$ cat config.mk
export PLATFORM = sky130hd
export DESIGN_NAME = tumbx_front
export DESIGN_NICKNAME = d
export VERILOG_FILES = /design/src/design/tumbx_pkg.sv /design/src/design/tumbx_front.sv
export SDC_FILE = /design/constraint.sdc
export NUM_CORES = 1
export LEC_CHECK = 0
export BUFFER_PORTS_ARGS = -buffer_cell sky130_fd_sc_hd__buf_2
export CAP_MARGIN = 15
export CORE_MARGIN = 1.5
export CORE_UTILIZATION = 28
export DETAILED_ROUTE_END_ITERATION = 10
export PLACE_DENSITY = 0.78
export SYNTH_ARGS = -nofsm -noshare
export SYNTH_HDL_FRONTEND = slang
export SYNTH_SLANG_ARGS = --single-unit
$ cat constraint.sdc
create_clock -name vclk -period 2.1
set_input_delay 0.525 -clock vclk [all_inputs]
set_output_delay 0.525 -clock vclk [all_outputs]
set_load 0.01 [all_outputs]
$ cat src/design/tumbx_pkg.sv
// Package for the training-unit mailbox register block.
// Holds the address map, message codes, command codes and shared types.
// No dependencies.
`timescale 1ns / 1ps
`default_nettype none

package tumbx_pkg;

    localparam int ADDR_W  = 20;
    localparam int DATA_W  = 16;
    localparam int MSG_W   = 8;

    // Message queue of the mailbox.
    localparam int QUEUE_DEPTH = 4;
    localparam int QIDX_W      = (QUEUE_DEPTH > 1) ? $clog2(QUEUE_DEPTH) : 1;
    localparam int QCNT_W      = $clog2(QUEUE_DEPTH + 1);

    // Data RAM window.
    localparam int DATA_RAM_WORDS = 8192;
    localparam int DRAM_AW        = $clog2(DATA_RAM_WORDS);

    // Command queue between the decoder and the execution side.
    localparam int CMDQ_DEPTH = 2;
    localparam int CMDQ_PW    = (CMDQ_DEPTH > 1) ? $clog2(CMDQ_DEPTH) : 1;
    localparam int CMDQ_CW    = $clog2(CMDQ_DEPTH + 1);

    // Address map.
    localparam logic [ADDR_W-1:0] IMEM_BASE = 20'h50000;
    localparam logic [ADDR_W-1:0] DMEM_BASE = 20'h54000;
    localparam logic [ADDR_W-1:0] DMEM_END  = 20'h56000;
    localparam logic [ADDR_W-1:0] REG_RESET = 20'hd0099;
    localparam logic [ADDR_W-1:0] REG_READY = 20'hd0004;
    localparam logic [ADDR_W-1:0] REG_ACK   = 20'hd0031;
    localparam logic [ADDR_W-1:0] REG_DATA  = 20'hd0032;
    localparam logic [ADDR_W-1:0] REG_ONE_A = 20'hd00fa;
    localparam logic [ADDR_W-1:0] REG_ONE_B = 20'h200c9;

    localparam logic [MSG_W-1:0] MSG_STARTED  = 8'ha0;
    localparam logic [MSG_W-1:0] MSG_FINISHED = 8'h07;

    // Handshake states.
    localparam logic [1:0] HS_IDLE      = 2'd0;
    localparam logic [1:0] HS_WAIT_LOW  = 2'd1;
    localparam logic [1:0] HS_WAIT_HIGH = 2'd2;

    // Decoded command codes.
    localparam int OP_W = 4;
    localparam logic [OP_W-1:0] OP_NONE     = 4'd0;
    localparam logic [OP_W-1:0] OP_RAM_RD   = 4'd1;
    localparam logic [OP_W-1:0] OP_RAM_WR   = 4'd2;
    localparam logic [OP_W-1:0] OP_RST_WR   = 4'd3;
    localparam logic [OP_W-1:0] OP_ACK_WR   = 4'd4;
    localparam logic [OP_W-1:0] OP_RD_RESET = 4'd5;
    localparam logic [OP_W-1:0] OP_RD_READY = 4'd6;
    localparam logic [OP_W-1:0] OP_RD_MBOX  = 4'd7;
    localparam logic [OP_W-1:0] OP_RD_ACK   = 4'd8;
    localparam logic [OP_W-1:0] OP_RD_ONE   = 4'd9;

    typedef struct packed {
        logic [OP_W-1:0]    op;
        logic [DRAM_AW-1:0] ram_addr;
        logic [DATA_W-1:0]  wdata;
    } cmd_t;

    typedef struct packed {
        logic full;
        logic empty;
    } cmdq_status_t;

    typedef struct packed {
        logic clearing;
    } back_status_t;

endpackage

`default_nettype wire

$ cat src/design/tumbx_front.sv
// Front side: accepts bus items and decodes each address into a command.
// Depends on tumbx_pkg.
`timescale 1ns / 1ps
`default_nettype none

module tumbx_front
    import tumbx_pkg::*;
(
    input  wire logic              s_valid,
    output logic                   s_ready,
    input  wire logic              s_func,
    input  wire logic [ADDR_W-1:0] s_addr,
    input  wire logic [DATA_W-1:0] s_write_data,
    input  wire cmdq_status_t      cmdq_status,
    input  wire back_status_t      back_status,
    output logic                   push,
    output cmd_t                   push_cmd
);

    logic              in_dmem;
    logic [ADDR_W-1:0] dmem_off;

    assign s_ready  = !cmdq_status.full && !back_status.clearing;
    assign push     = s_valid && s_ready;
    assign in_dmem  = (s_addr >= DMEM_BASE) && (s_addr < DMEM_END);
    assign dmem_off = s_addr - DMEM_BASE;

    always_comb begin
        push_cmd.ram_addr = dmem_off[DRAM_AW-1:0];
        push_cmd.wdata    = s_write_data;
        push_cmd.op       = OP_NONE;
        // Instruction memory and unmapped addresses fall through to OP_NONE.
        if (s_func) begin
            if (in_dmem) begin
                push_cmd.op = OP_RAM_WR;
            end else if (s_addr == REG_RESET) begin
                push_cmd.op = OP_RST_WR;
            end else if (s_addr == REG_ACK) begin
                push_cmd.op = OP_ACK_WR;
            end
        end else begin
            if (in_dmem) begin
                push_cmd.op = OP_RAM_RD;
            end else if (s_addr == REG_RESET) begin
                push_cmd.op = OP_RD_RESET;
            end else if (s_addr == REG_READY) begin
                push_cmd.op = OP_RD_READY;
            end else if (s_addr == REG_DATA) begin
                push_cmd.op = OP_RD_MBOX;
            end else if (s_addr == REG_ACK) begin
                push_cmd.op = OP_RD_ACK;
            end else if (s_addr == REG_ONE_A || s_addr == REG_ONE_B) begin
                push_cmd.op = OP_RD_ONE;
            end
        end
    end

endmodule

`default_nettype wire

==> results of run 1 <==
through the flow:
step	total power, uW	util, %	cells	hold WS, ns
global route	110	43.3	108	1.05
finish	101	43.3	108	1.05
global placement	83.4	36.7	105	1.05
floorplan	72.6	-	66	1.09
CTS	98.5	41.8	107	1.05
detailed placement	86.0	36.7	105	1.05
per-layer routing:
| layer | track usage [%] | vias to the layer above | wire length (um) | part of all wire [%] |
|---|---|---|---|---|
| met2 | 27.4 | 27 | 767 | 55 |
| met3 | 1.20 | 2 | 121 | 8.7 |
| met4 | 1.76 | 0 | 5 | 0.36 |
| li1 | - | 265 | - | - |
| met1 | 13.3 | 254 | 498 | 36 |
| met5 | 0 | - | 0 | 0 |
path summary, 6_finish.rpt:
kind / from / endpoint / depth (start not counted)
worst max-delay path: s_addr[14] / push_cmd[31] / 7
worst min-delay path: s_write_data[10] / push_cmd[10] / 0
report_power, final:
part           internal (uW)  leakage, uW  total [uW]  switching, uW
sequential                 0            0           0              0
combinational           51.8     0.000338         101           49.6
clock                      0            0           0              0
total                   51.8     0.000338         101           49.6
logic make-up after synthesis:
group / synth area share, %
AO/OA/AOI/OAI: 12.2
buffers and inverters: 45.6
AND/OR/NAND/NOR: 42.3
cells in the final DEF (no fill, tap or decap), drive strengths merged, types with 2 or more instances in the layout:
master  count
or4b        2
nor3        4
buf        55
nand2b      2
nand2       2
nor2        3
and4b       2
nor4        3
inv         2
a21oi       2
nor3b       2
nand4       3
worst max-delay path: cells and delay by family:
kind	cells	cell delay, ns
buf+inv	2	0.23
simple gates	3	0.84
compound gates	2	0.32
area by class of cell:
cell class | instances | area [um2] | share of cell area, %
repair buffers | 55 | 334 | 49.0
multi-input cells | 35 | 320 | 47.0
well taps | 16 | 20.0 | 2.94
inverters | 2 | 7.51 | 1.10
timing repair:
action | CTS | global route
pin swaps | 10 | 1
setup endpoints to repair | 4 | 4
hold buffers | 0 | 0
resized for setup | 13 | 2
setup buffers | 2 | 1
==> qor.yml, run 1 <==
drive_above_1_share_pct: 73.9
drt_wl_total_mm: 1.39
synth_cells: 66
core-area_um2: 1580
crit_slowest_cell: "or3_4"
port_buffers: 43
ys_top_cells_by_count: "buf_4, nand4_1, nor2_1, nor3_1"
powerDensity_nw_per_um2: 149
antenna_left: 0
overflow: 0
first_pass_iters: 4
crit_chain: "buf_6, nor4_4, nand4_1, or3_4, a211o_1, o21ai_2, buf_2"
setup_viol: 4
first_global_vias: 524
fin_crit_ns: 2.45
syn_to_final_growth_pct: 38.0
finalHoldViolCount: 0
vias: 548
max_freq_ghz: 0.408
synth_warnings: 0
end_kind: "primary output"
syn-num-nets: 107
hpwl_mm: 1.12
wl_per_cell_um: 12.9
n_antenna_cell: 0
violations: "setup timing"
critPathLaunchType: "input pin"
cp_max_fo: 3
place_ws_ns: -0.404
avgSynthCellArea_um2: 7.49
drv_slew: 0
grt_pass1_wl_mm: 2.08
yosysTopAreaCell: "buf_4"
vias_per_cell: 5.07
die_y_um: 45.0
fin_area_um2: 682
setup_ws_ns: -0.349
synth_top_area_share_pct: 44.1
gp_congestion: 0.697
fp.dieW_um: 45.0
grt_setup_unrepaired: "true"
drc: 0
hold_class: "input pin to primary output"
maxCapViolations: 0
cp.arrival_ns: 1.92
post-route-period-util_pct: 117
ys_types: 24
nClkBuffers: 0
synthTopCellsByArea: "buf_4, nor4_2, nor4_4"
io-pin-count: 76
worst_pin_slew_ns: 0.260
row_count: 14
design.seq.count: 0
ir_worst_vdd_v: 0.0000704
ys_seq_area_share_pct: 0
tns_ns: -1.14
regArea_um2: 0
grt_max_degree: 6
drt_first_iter_violations: 5
synthesis.area_um2: 494
start_util_pct: 31.3
cp_data_required_time_ns: 1.57
die-area_um2: 2030
yosysMostFrequentCell: "buf_4"
status: "finished, violations left"
relSlewSlack_pct: 82.5
slowest_delay_ns: 0.36
grt_util_all_layers_pct: 12.9
dpl_cell_area_um2: 579
fill_cells: 165
path_class: "input pin to primary output"
nets: 135
antenna_found_initial: 0
power_leakage_uw: 0.000338
Power figures use the tool's default switching activity.
==> inputs of run 2 (changes only) <==
PLACE_DENSITY = 0.8   (was 0.78)
clock period = 1.98 ns   (was 2.1 ns; I/O delays follow)
==> run 2 against run 1 <==
The run still ends with setup timing left. First-iteration DRC count up 60%. Final area up 4.4%. Core utilization up 1.9 points. Power up 9.9%. Largest cell class unchanged. Highest routed layer unchanged.
==> qor.yml, run 2 (synthesis results as in run 1) <==
drive_above_1_share_pct: 76.6
die-area_um2: 2030
port_buffers: 43
core-area_um2: 1580
hold_buffers: 0
syn_to_final_growth_pct: 44.1
power_leakage_uw: 0.000356
hold_class: "input pin to primary output"
setup_ws_ns: -0.414
drv_slew: 0
nClkBuffers: 0
die_y_um: 45.0
ir_worst_vdd_v: 0.0000702
maxCapViolations: 0
vias: 550
finalHoldViolCount: 0
start_util_pct: 31.3
seqPwrFrac_pct: 0
drc: 0
drt_wl_total_mm: 1.37
cp_data_required_time_ns: 1.48
dpl.cell_count: 107
worst_pin_slew_ns: 0.266
path_class: "input pin to primary output"
max_freq_ghz: 0.418
post-route-period-util_pct: 121
final_common_cell: "buf_2"
tns_ns: -1.42
worst_hold_slack_ns: 0.990
first_pass_iters: 4
p_int_uw: 57.9
design.seq.count: 0
nets: 137
first_global_vias: 535
setup_viol: 4
io-pin-count: 76
dpl_cell_area_um2: 594
violations: "setup timing"
power.switching_uw: 53.6
combPwrFrac_pct: 100.0
hpwl_mm: 1.07
grt_max_degree: 6
grt_setup_unrepaired: "true"
row_count: 14
cp.arrival_ns: 1.90
totalPowerFinal_uw: 111
status: "finished, violations left"
clockPowerShare_pct: 0
critPathLaunchType: "input pin"
fin_crit_ns: 2.39
relSlewSlack_pct: 82.2
overflow: 0
drt_first_iter_violations: 8
powerDensity_nw_per_um2: 157
regArea_um2: 0
gp_congestion: 0.709
n_antenna_cell: 0
end_kind: "primary output"
fin_area_um2: 712
wl_per_cell_um: 12.5
antenna_found_initial: 0
grt_pass1_wl_mm: 2.08
grt_util_all_layers_pct: 12.7
final_cell_mix: "buf_2, buf_4, buf_6"
swShare_pct: 48.1
antenna_left: 0
fp.dieW_um: 45.0
cp_max_fo: 2
vias_per_cell: 5.00
final_cells: 110
run 2: changes by cell type in the layout (fill, tap and decap cells not counted):
cell       previous run  this run
buf_6                 3         4
nor2_1                3         2
nand2b_1              2         1
o2111ai_2             1         0
nor2b_1               1         0
o2111ai_1             0         1
nor2b_2               0         1
nand2b_4              0         1
buf_4                12        13
nor2_4                0         1
run 2: worst paths after layout:
kind | start | end | depth (start not counted)
setup / recovery | s_addr[19] | push_cmd[29] | 7
hold / removal | s_write_data[12] | push_cmd[12] | 0
run 2: critical path: stages:
cell       delay (ns)
buf_6            0.09
or4b_4           0.54
nor4_4           0.13
o2111ai_1        0.17
nor2b_2          0.20
o211ai_2         0.12
buf_2            0.14
run 2: power by group through the flow:
stage          logic, uW  clock network, uW  registers, uW
5_1_grt              121                  0              0
3_5_place_dp        93.4                  0              0
4_1_cts              109                  0              0
2_1_floorplan       77.0                  0              0
6_report             111                  0              0
3_3_place_gp        91.6                  0              0
run 2: per-stage QoR:
stage	setup slack [ns]	utilization, %
CTS	-0.405	44.4
global route	-0.526	45.2
floorplan	-0.136	-
detailed placement	-0.461	37.7
finish	-0.414	45.2
global placement	-0.430	37.7
run 2: repair_timing:
| item | in CTS | in global routing |
|---|---|---|
| setup endpoints to repair | 4 | 4 |
| pin swaps | 8 | 3 |
| resized for setup | 18 | 2 |
| buffers inserted | 3 | 0 |
run 2: metal layers:
metal / vias up / GRT usage [%] / share of wire [%]
met3: 4 / 0.400 / 9.2
li1: 268 / - / -
met4: 0 / 1.76 / 0.36
met2: 36 / 26.0 / 54
met1: 242 / 14.5 / 37
met5: - / 0 / 0
run 2: cell type report:
class | instances | area, um2
repair buffers | 57 | 353
multi-input cells | 35 | 332
inverters | 2 | 7.51
well taps | 16 | 20.0
fillers | 156 | 865
