<file path="src/design/tumbx_pkg.sv">
// Package for the training-unit mailbox register block.
// Holds the address map, message codes, command codes and shared types.
// No dependencies.
`timescale 1ns / 1ps
`default_nettype none

package tumbx_pkg;

    localparam int ADDR_W  = 20;
    localparam int DATA_W  = 16;
    localparam int MSG_W   = 8;

    // Message queue of the mailbox.
    localparam int QUEUE_DEPTH = 4;
    localparam int QIDX_W      = (QUEUE_DEPTH > 1) ? $clog2(QUEUE_DEPTH) : 1;
    localparam int QCNT_W      = $clog2(QUEUE_DEPTH + 1);

    // Data RAM window.
    localparam int DATA_RAM_WORDS = 8192;
    localparam int DRAM_AW        = $clog2(DATA_RAM_WORDS);

    // Command queue between the decoder and the execution side.
    localparam int CMDQ_DEPTH = 2;
    localparam int CMDQ_PW    = (CMDQ_DEPTH > 1) ? $clog2(CMDQ_DEPTH) : 1;
    localparam int CMDQ_CW    = $clog2(CMDQ_DEPTH + 1);

    // Address map.
    localparam logic [ADDR_W-1:0] IMEM_BASE = 20'h50000;
    localparam logic [ADDR_W-1:0] DMEM_BASE = 20'h54000;
    localparam logic [ADDR_W-1:0] DMEM_END  = 20'h56000;
    localparam logic [ADDR_W-1:0] REG_RESET = 20'hd0099;
    localparam logic [ADDR_W-1:0] REG_READY = 20'hd0004;
    localparam logic [ADDR_W-1:0] REG_ACK   = 20'hd0031;
    localparam logic [ADDR_W-1:0] REG_DATA  = 20'hd0032;
    localparam logic [ADDR_W-1:0] REG_ONE_A = 20'hd00fa;
    localparam logic [ADDR_W-1:0] REG_ONE_B = 20'h200c9;

    localparam logic [MSG_W-1:0] MSG_STARTED  = 8'ha0;
    localparam logic [MSG_W-1:0] MSG_FINISHED = 8'h07;

    // Handshake states.
    localparam logic [1:0] HS_IDLE      = 2'd0;
    localparam logic [1:0] HS_WAIT_LOW  = 2'd1;
    localparam logic [1:0] HS_WAIT_HIGH = 2'd2;

    // Decoded command codes.
    localparam int OP_W = 4;
    localparam logic [OP_W-1:0] OP_NONE     = 4'd0;
    localparam logic [OP_W-1:0] OP_RAM_RD   = 4'd1;
    localparam logic [OP_W-1:0] OP_RAM_WR   = 4'd2;
    localparam logic [OP_W-1:0] OP_RST_WR   = 4'd3;
    localparam logic [OP_W-1:0] OP_ACK_WR   = 4'd4;
    localparam logic [OP_W-1:0] OP_RD_RESET = 4'd5;
    localparam logic [OP_W-1:0] OP_RD_READY = 4'd6;
    localparam logic [OP_W-1:0] OP_RD_MBOX  = 4'd7;
    localparam logic [OP_W-1:0] OP_RD_ACK   = 4'd8;
    localparam logic [OP_W-1:0] OP_RD_ONE   = 4'd9;

    typedef struct packed {
        logic [OP_W-1:0]    op;
        logic [DRAM_AW-1:0] ram_addr;
        logic [DATA_W-1:0]  wdata;
    } cmd_t;

    typedef struct packed {
        logic full;
        logic empty;
    } cmdq_status_t;

    typedef struct packed {
        logic clearing;
    } back_status_t;

endpackage

`default_nettype wire

</file>
<file path="src/design/tumbx_cmdq.sv">
// Short command queue between the decoder and the execution side.
// Depends on tumbx_pkg.
`timescale 1ns / 1ps
`default_nettype none

module tumbx_cmdq
    import tumbx_pkg::*;
(
    input  wire logic  aclk,
    input  wire logic  aresetn,
    input  wire logic  push,
    input  wire cmd_t  push_cmd,
    input  wire logic  pop,
    output cmd_t       head_cmd,
    output cmdq_status_t status
);

    cmd_t               entry_reg [CMDQ_DEPTH];
    logic [CMDQ_PW-1:0] wr_ptr_reg, wr_ptr_next;
    logic [CMDQ_PW-1:0] rd_ptr_reg, rd_ptr_next;
    logic [CMDQ_CW-1:0] count_reg, count_next;

    assign status.full  = (count_reg == CMDQ_CW'(CMDQ_DEPTH));
    assign status.empty = (count_reg == '0);
    assign head_cmd     = entry_reg[rd_ptr_reg];

    always_comb begin
        wr_ptr_next = wr_ptr_reg;
        rd_ptr_next = rd_ptr_reg;
        count_next  = count_reg;
        if (push) begin
            wr_ptr_next = (wr_ptr_reg == CMDQ_PW'(CMDQ_DEPTH - 1)) ? '0 : wr_ptr_reg + 1'b1;
        end
        if (pop) begin
            rd_ptr_next = (rd_ptr_reg == CMDQ_PW'(CMDQ_DEPTH - 1)) ? '0 : rd_ptr_reg + 1'b1;
        end
        if (push && !pop) begin
            count_next = count_reg + 1'b1;
        end else if (pop && !push) begin
            count_next = count_reg - 1'b1;
        end
    end

    always_ff @(posedge aclk) begin
        if (!aresetn) begin
            wr_ptr_reg <= '0;
            rd_ptr_reg <= '0;
            count_reg  <= '0;
        end else begin
            wr_ptr_reg <= wr_ptr_next;
            rd_ptr_reg <= rd_ptr_next;
            count_reg  <= count_next;
        end
    end

    always_ff @(posedge aclk) begin
        if (push) begin
            entry_reg[wr_ptr_reg] <= push_cmd;
        end
    end

endmodule

`default_nettype wire

</file>
<file path="config.mk">
export PLATFORM = sky130hd
export DESIGN_NAME = tumbx_cmdq
export DESIGN_NICKNAME = d
export VERILOG_FILES = /design/src/design/tumbx_pkg.sv /design/src/design/tumbx_cmdq.sv
export SDC_FILE = /design/constraint.sdc
export NUM_CORES = 1
export LEC_CHECK = 0
export BUFFER_PORTS_ARGS = -buffer_cell sky130_fd_sc_hd__buf_2
export CAP_MARGIN = 25
export CORE_AREA = 2 2 79 81
export CTS_BUF_LIST = sky130_fd_sc_hd__clkbuf_8
export DETAILED_ROUTE_END_ITERATION = 7
export DIE_AREA = 0 0 81 83
export PLACE_DENSITY = 0.69
export SLEW_MARGIN = 0
export SYNTH_ARGS = -nofsm -noshare
export SYNTH_HDL_FRONTEND = slang
export SYNTH_SLANG_ARGS = --single-unit
</file>
<file path="constraint.sdc">
create_clock -name aclk -period 4.75 [get_ports aclk]
set_input_delay 0.475 -clock aclk [delete_from_list [all_inputs] [get_ports aclk]]
set_output_delay 0.475 -clock aclk [all_outputs]
set_load 0.03 [all_outputs]
</file>
==> out/metrics.cfg, run 1 <==
[cells_and_area]
antenna_cells = 0
drive_gt1_frac = 0.572
multiInputGateArea_sq_um = 494
nets = 243
final_common_cell = buf_2
ff_latch_area_sq_mm = 0.00208
layout_common_cells = buf_2 (71), edfxtp_1 (66), mux2_2 (33)
synthToLayoutAreaGrowth_pct = 22.7
largest_reg_flops = 66
utilization = 0.548
num-fill-cells = 501

[cts]
cts_tree = built
post_cts_buffers = 0
numCtsBuffers = 9
cts.clk_slew.worst_paths_ns = 0.07
cts.sinks = 71
cts_root_buf = clkbuf_8
cts.htree.levels = 3
cts_resized = 0
ctsLongestPathBuffers = 2
clk_latency_ns = 0.33
postCtsHoldBufs = 0

[synthesis]
synth-simple-area-share = 0.0217
synth_xor_area_frac = 0.0101
yosys_register_bits = 71
synth_area_sq_mm = 0.00260
synth_top_family_by_area = multiplexers
synthDistinctLibCells = 17
yosys_warnings = 0
avgSynthCellArea_sq_um = 20.8
synth_mux_area_frac = 0.143
synth_nets = 163
synth_compound_area_frac = 0.00770
ys_seq_area_frac = 0.801
synthAdderAreaFrac = 0.00481
synth_cells = 125

[critical_path]
cpPeakStageDelay_ns = 0.54
endpoint_kind = output pin
worst_path_max_delay_cell = dfxtp_1
crit_required_ns = 4.28
crit_arrival_ns = 1.85
crit_path_start_kind = flop
cp_max_fo = 25
crit_chain = buf_4 -> mux2_2 -> buf_2
rr_startpoint = wr_ptr_reg
r2r_end = entry_reg[1][2]
reg2regPathDepth = 2
crit_family = buffers and inverters
worstSetupPathType = flop to output pin
rrSetupSlack_ns = 3.11
worst-path-buf-inv = 2

[routing]
drc = 0
vias = 1346
drt_iter0_markers = 37
ant_nets = 0
avgRoutedWirePerCell_um = 14.8
firstDrtPassIters = 4
finalWirelength_um = 4180
vias_per_cell = 4.76

[timing]
finalSetupTns_ns = 0
drv_slew = 0
rsz0062_at_grt = no
relSlewSlack = 0.341
finalClockSkew_ns = 0.00541
final.min_clock_period_ns = 2.32
worstMarginPinSlew_ns = 0.986
fmax_mhz = 431
setup_viol = 0
worst_slack_ns = 2.43
period_share = 0.489
hold_violations = 0

[place]
place_congestion = 0.703
dp_hpwl_um = 2810
dp_slack_ns = 2.75
io_buffers = 71

[power_and_ir_drop]
p_leak_nw = 1.23
p_per_area_mw_per_mm2 = 405
ir_drop_v = 0.000202
p_comb_frac = 0.146
clockPowerShare = 0.286
internal_power_mw = 0.968
p_sw_mw = 0.323
pwr-share-seq = 0.568
sw_frac_of_total = 0.250

[grt]
grt_max_degree = 35
antenna_found_initial = 0
grt.total_usage = 0.136
grt_pass1_wl_um = 6690
grt_pass1_vias = 1394
overflow = 0

[hold_path]
hp-start = push_cmd[3]
hold_class = input port to flop
whs_path_depth = 1
holdPathEnd = entry_reg[0][3]

[floorplan]
coreArea_sq_mm = 0.00582
start_util = 0.447
dieArea_sq_mm = 0.00672
die_y_um = 83
io_pins = 72
fp-row-count = 28
die_w_um = 81

[run_status]
status = completed

[job]
max_cap_violations = 0

-- Yosys cell counts --
master | n | area share
nor2b_1 | 2 | 0.0048
inv_1 | 1 | 0.0014
and2_1 | 4 | 0.0096
nor2_1 | 1 | 0.0014
mux2_2 | 33 | 0.14
o21ai_0 | 1 | 0.0019
and2b_2 | 1 | 0.0034
ha_1 | 1 | 0.0048
or3_1 | 1 | 0.0024
o21a_1 | 1 | 0.0029
dfxtp_1 | 5 | 0.039
buf_4 | 3 | 0.0087
xor2_1 | 2 | 0.0067
a21boi_1 | 1 | 0.0029
edfxtp_1 | 66 | 0.76
buf_2 | 1 | 0.0019
xnor2_1 | 1 | 0.0034
-- how the worst max path moves through the flow --
stage / to / slack, ns / cells past startpoint
after floorplan: entry_reg[0][0] / 2.33 / 1
after global placement: head_cmd[25] / 2.76 / 3
after detailed placement: head_cmd[25] / 2.75 / 3
after CTS: head_cmd[25] / 2.38 / 3
after global routing: head_cmd[1] / 2.30 / 3
final: head_cmd[25] / 2.43 / 3
-- layer usage --
layer / up-vias / GRT usage / wire, um
met2: 44 / 0.220 / 2120
met1: 652 / 0.154 / 1700
met3: 11 / 0.0413 / 243
li1: 639 / - / -
met5: - / 0 / 0
met4: 0 / 0.0894 / 110
-- cells by family after synthesis --
kind of cell,count (synthesis)
fa+ha+maj,1
xor+xnor,3
compound gates,3
buf+inv,5
simple gates,9
mux,33
flops,71
-- power by group through the flow --
stage	logic (mW)	clock network, mW	registers [mW]
final	0.188	0.370	0.733
after global routing	0.202	0.409	0.737
after CTS	0.192	0.383	0.734
after global placement	0.190	0	0.746
after detailed placement	0.191	0	0.747
after floorplan	0.137	0	0.742
-- layout make-up --
class                           count  area share
Sequential cell                    71       0.653
Multi-Input combinational cell     49       0.155
Timing Repair Buffer               73       0.116
Clock buffer                        9      0.0388
Tap cell                           75      0.0294
Clock inverter                      5     0.00667
Inverter                            1     0.00118
-- per-stage QoR --
step	hold slack, ns	total power, mW	area, sq um	std cells
global placement	0.483	0.935	3040	269
global route	0.312	1.35	3190	283
CTS	0.311	1.31	3190	283
finish	0.329	1.29	3190	283
floorplan	0.466	0.879	2600	125
detailed placement	0.491	0.939	3040	269
Power figures use the tool's default switching activity.
==> run 2, diff against run 1 <==
==> constraint.sdc (replaced) <==
create_clock -name aclk -period 2.4 [get_ports aclk]
set_input_delay 0.24 -clock aclk [delete_from_list [all_inputs] [get_ports aclk]]
set_output_delay 0.24 -clock aclk [all_outputs]
set_load 0.03 [all_outputs]
==> run 2 against run 1 <==
Against the previous run: via count up 0.15%; clock power is 130% higher; critical endpoint is now head_cmd[0]; die area did not move; wire length rose by 4.2%; combinational power is 110% higher; core utilization rose by 1.4 points; non-clock buffer count is 3 higher.
==> out/metrics.cfg, run 2 (synthesis results as in run 1) <==
[timing]
hold_violations = 0
relSlewSlack = 0.627
setup_viol = 0
finalClockSkew_ns = 0.00467
drv_slew = 0
fmax_mhz = 524
whs_ns = 0.0958
finalSetupTns_ns = 0
final.min_clock_period_ns = 1.91
worst_slack_ns = 0.492
rsz0062_at_grt = no
worstMarginPinSlew_ns = 0.559
period_share = 0.795

[power_and_ir_drop]
internal_power_mw = 2.04
sw_frac_of_total = 0.243
p_comb_frac = 0.144
ir_drop_v = 0.000373
finalPower_mw = 2.70
pwr-share-seq = 0.538
p_sw_mw = 0.655
p_per_area_mw_per_mm2 = 824
p_leak_nw = 1.26
clockPowerShare = 0.318

[routing]
vias = 1348
firstDrtPassIters = 4
drc = 0
drt_iter0_markers = 56
ant_nets = 0
vias_per_cell = 4.68
avgRoutedWirePerCell_um = 15.1
finalWirelength_um = 4350

[grt]
overflow = 0
antenna_found_initial = 0
grt.total_usage = 0.134
grt_pass1_wl_um = 6450
grt_pass1_vias = 1351
grt_max_degree = 26

[cells_and_area]
nets = 246
layout_common_cells = buf_2 (71), edfxtp_1 (66), mux2_2 (33)
fin_area_sq_mm = 0.00327
drive_gt1_frac = 0.582
largest_reg_flops = 66
synthToLayoutAreaGrowth_pct = 25.8
final_common_cell = buf_2
num-fill-cells = 491
antenna_cells = 0

[place]
io_buffers = 71
dp_slack_ns = 0.814
placed_area_sq_mm = 0.00309
place_congestion = 0.688
dp_hpwl_um = 3000

[critical_path]
crit_chain = buf_4 -> mux2_2 -> buf_2
endpoint_kind = output pin
crit_path_start_kind = flop
worst_path_max_delay_cell = dfxtp_1
rr_startpoint = wr_ptr_reg
crit_arrival_ns = 1.67
crit_family = flip-flops
worst-path-buf-inv = 2
cp_max_fo = 8
cpPeakStageDelay_ns = 0.57
worstSetupPathType = flop to output pin
crit_required_ns = 2.16

[floorplan]
io_pins = 72
die_y_um = 83
coreArea_sq_mm = 0.00582
fp-row-count = 28
die_w_um = 81
dieArea_sq_mm = 0.00672
start_util = 0.447

[cts]
cts.clk_slew.worst_paths_ns = 0.07
cts_tree = built
cts.sinks = 71
cts_root_buf = clkbuf_8
cts.htree.levels = 3
cts_resized = 0
clk_latency_ns = 0.33
post_cts_buffers = 0
numCtsBuffers = 9
postCtsHoldBufs = 0
ctsLongestPathBuffers = 2

[run_status]
status = completed

[job]
max_cap_violations = 0

[hold_path]
hp-start = push_cmd[29]
hold_class = input port to flop

## run 2: cell types whose count changed in the layout (fill, tap and decap cells not counted), sizes merged
cell    before  now
inv          4    3
bufinv       0    1
clkinv       2    4
buf         73   76
## run 2: power by group through the flow
stage	sequential (mW)	clock [mW]	combinational (mW)
global route	1.46	0.938	0.412
detailed placement	1.48	0	0.393
floorplan	1.47	0	0.271
global placement	1.48	0	0.388
CTS	1.45	0.890	0.394
finish	1.45	0.858	0.387
## run 2: path summary, 6_finish.rpt
kind | end | cells after the start | slack [ns]
max | head_cmd[0] | 3 | 0.49
max reg2reg | entry_reg[1][18] | 2 | 0.96
min | entry_reg[1][29] | 1 | 0.1
min reg2reg | count_reg[1] | 2 | 0.51
## run 2: worst reg2reg max path, cell delays in order (launching register included)
cell and delay, ns:
dfxtp_1 0.38, and2_1 0.49, buf_12 0.26
## run 2: layout make-up
class / count / area [sq um] / share of cell area
clock buffer: 9 / 124 / 0.0379
clock inverter: 7 / 56.3 / 0.0172
inverter: 1 / 3.75 / 0.00115
multi-input combinational: 49 / 494 / 0.151
sequential: 71 / 2080 / 0.636
tap: 75 / 93.8 / 0.0287
timing repair buffer: 76 / 418 / 0.128
## run 2: through the flow
stage / util / instances
after global placement: 0.532 / 272
after detailed placement: 0.532 / 272
final: 0.563 / 288
after global routing: 0.563 / 288
after CTS: 0.563 / 288
after floorplan: - / 125
## run 2: routing by layer
metal / routed length (um) / track usage
met1: 1810 / 0.153
met2: 2280 / 0.219
met3: 211 / 0.0446
met4: 51 / 0.0693
met5: 0 / 0
==> run 3, diff against run 2 <==
==> constraint.sdc (replaced) <==
create_clock -name aclk -period 1.8 [get_ports aclk]
set_input_delay 0.18 -clock aclk [delete_from_list [all_inputs] [get_ports aclk]]
set_output_delay 0.18 -clock aclk [all_outputs]
set_load 0.03 [all_outputs]
==> run 3 against run 2 <==
Against the previous run: sequential power is 33% higher; cell area decreased by 0.50%; register-to-register slack lost 0.40 ns; worst setup slack worse by 0.38 ns; cell count fell by 0.35%; first-iteration DRC count decreased by 13%; count of clock-buffer cells in the layout did not move; sequential cell count unchanged; clock skew grew 0.0024 ns; sequential share of layout area grew 0.32 points; wire length shrank 2.7%; largest cell class unchanged.
==> out/metrics.cfg, run 3 (synthesis results as in run 1) <==
[timing]
final.min_clock_period_ns = 1.69
fmax_mhz = 591
setup_viol = 0
finalClockSkew_ns = 0.00708
drv_slew = 0
rsz0062_at_grt = no
finalSetupTns_ns = 0
period_share = 0.940
whs_ns = 0.0337
relSlewSlack = 0.730
hold_violations = 0
worstMarginPinSlew_ns = 0.404

[routing]
ant_nets = 0
firstDrtPassIters = 4
vias_per_cell = 4.70
avgRoutedWirePerCell_um = 14.8
drc = 0
drt_iter0_markers = 49
vias = 1348
finalWirelength_um = 4240

[cells_and_area]
nets = 246
antenna_cells = 0
layout_common_cells = buf_2 (71), edfxtp_1 (66), mux2_2 (33)
largest_reg_flops = 66
ff_latch_area_sq_mm = 0.00208
final_common_cell = buf_2
num-fill-cells = 504
synthToLayoutAreaGrowth_pct = 25.2
utilization = 0.560
fin_area_sq_mm = 0.00326
drive_gt1_frac = 0.585
multiInputGateArea_sq_um = 494

[cts]
cts.clk_slew.worst_paths_ns = 0.07
numCtsBuffers = 9
ctsLongestPathBuffers = 2
post_cts_buffers = 0
cts.sinks = 71
cts_tree = built
cts_root_buf = clkbuf_8
cts.htree.levels = 3
cts_resized = 0
postCtsHoldBufs = 0
clk_latency_ns = 0.33

[power_and_ir_drop]
clockPowerShare = 0.319
p_comb_frac = 0.144
finalPower_mw = 3.59
pwr-share-seq = 0.537
sw_frac_of_total = 0.244
internal_power_mw = 2.71
p_per_area_mw_per_mm2 = 1100
p_leak_nw = 1.25
ir_drop_v = 0.000558
p_sw_mw = 0.875

[floorplan]
fp-row-count = 28
die_y_um = 83
dieArea_sq_mm = 0.00672
die_w_um = 81
start_util = 0.447
coreArea_sq_mm = 0.00582
io_pins = 72

[grt]
grt_max_degree = 24
overflow = 0
grt.total_usage = 0.135
grt_pass1_vias = 1461
antenna_found_initial = 0
grt_pass1_wl_um = 6670

[critical_path]
cp_max_fo = 23
crit_arrival_ns = 1.51
worstSetupPathType = flop to output pin
crit_required_ns = 1.62
endpoint_kind = output pin
crit_path_start_kind = flop

[job]
max_cap_violations = 0

[place]
place_congestion = 0.712
dp_hpwl_um = 2850
io_buffers = 71
placed_area_sq_mm = 0.00308

[hold_path]
hold_class = input port to flop

[run_status]
status = completed

-- run 3: power groups by stage --
stage          Clock (mW)  Combinational, mW  Sequential [mW]
6_report             1.15              0.515             1.93
5_1_grt              1.26              0.551             1.94
4_1_cts              1.19              0.526             1.93
3_5_place_dp            0              0.524             1.96
3_3_place_gp            0              0.518             1.96
2_1_floorplan           0              0.362             1.96
-- run 3: worst max-delay path, cell delays in order, from the launching register on --
cell     delay [ns]
dfxtp_1        0.33
buf_4          0.30
mux2_2         0.38
buf_2          0.18
-- run 3: worst paths after layout --
path                                    from               end  slack (ns)  cells after the start
worst max-delay path                    flop      head_cmd[21]        0.11                      3
worst min-delay path            push_cmd[29]  entry_reg[0][29]        0.03                      1
worst max register to register    wr_ptr_reg  entry_reg[0][14]        0.56                      2
worst min register to register  count_reg[1]      count_reg[1]        0.52                      2
-- run 3: stage by stage --
step,cells,setup WS [ns]
floorplan,125,0.185
global placement,272,0.437
detailed placement,272,0.433
CTS,287,0.0588
global route,287,0.00913
finish,287,0.109
-- run 3: area by class of cell --
cell class / count / share of cell area
clock inverters: 6 / 0.0161
inverters: 1 / 0.00115
repair buffers: 76 / 0.125
well taps: 75 / 0.0288
flip-flops and latches: 71 / 0.640
clock buffers: 9 / 0.0380
multi-input cells: 49 / 0.152
-- run 3: per-layer routing --
layer,vias up,share of wire,track usage
li1,647,-,-
met5,-,0,0
met3,6,0.066,0.0478
met1,652,0.41,0.146
met4,0,0.013,0.0786
met2,43,0.52,0.225
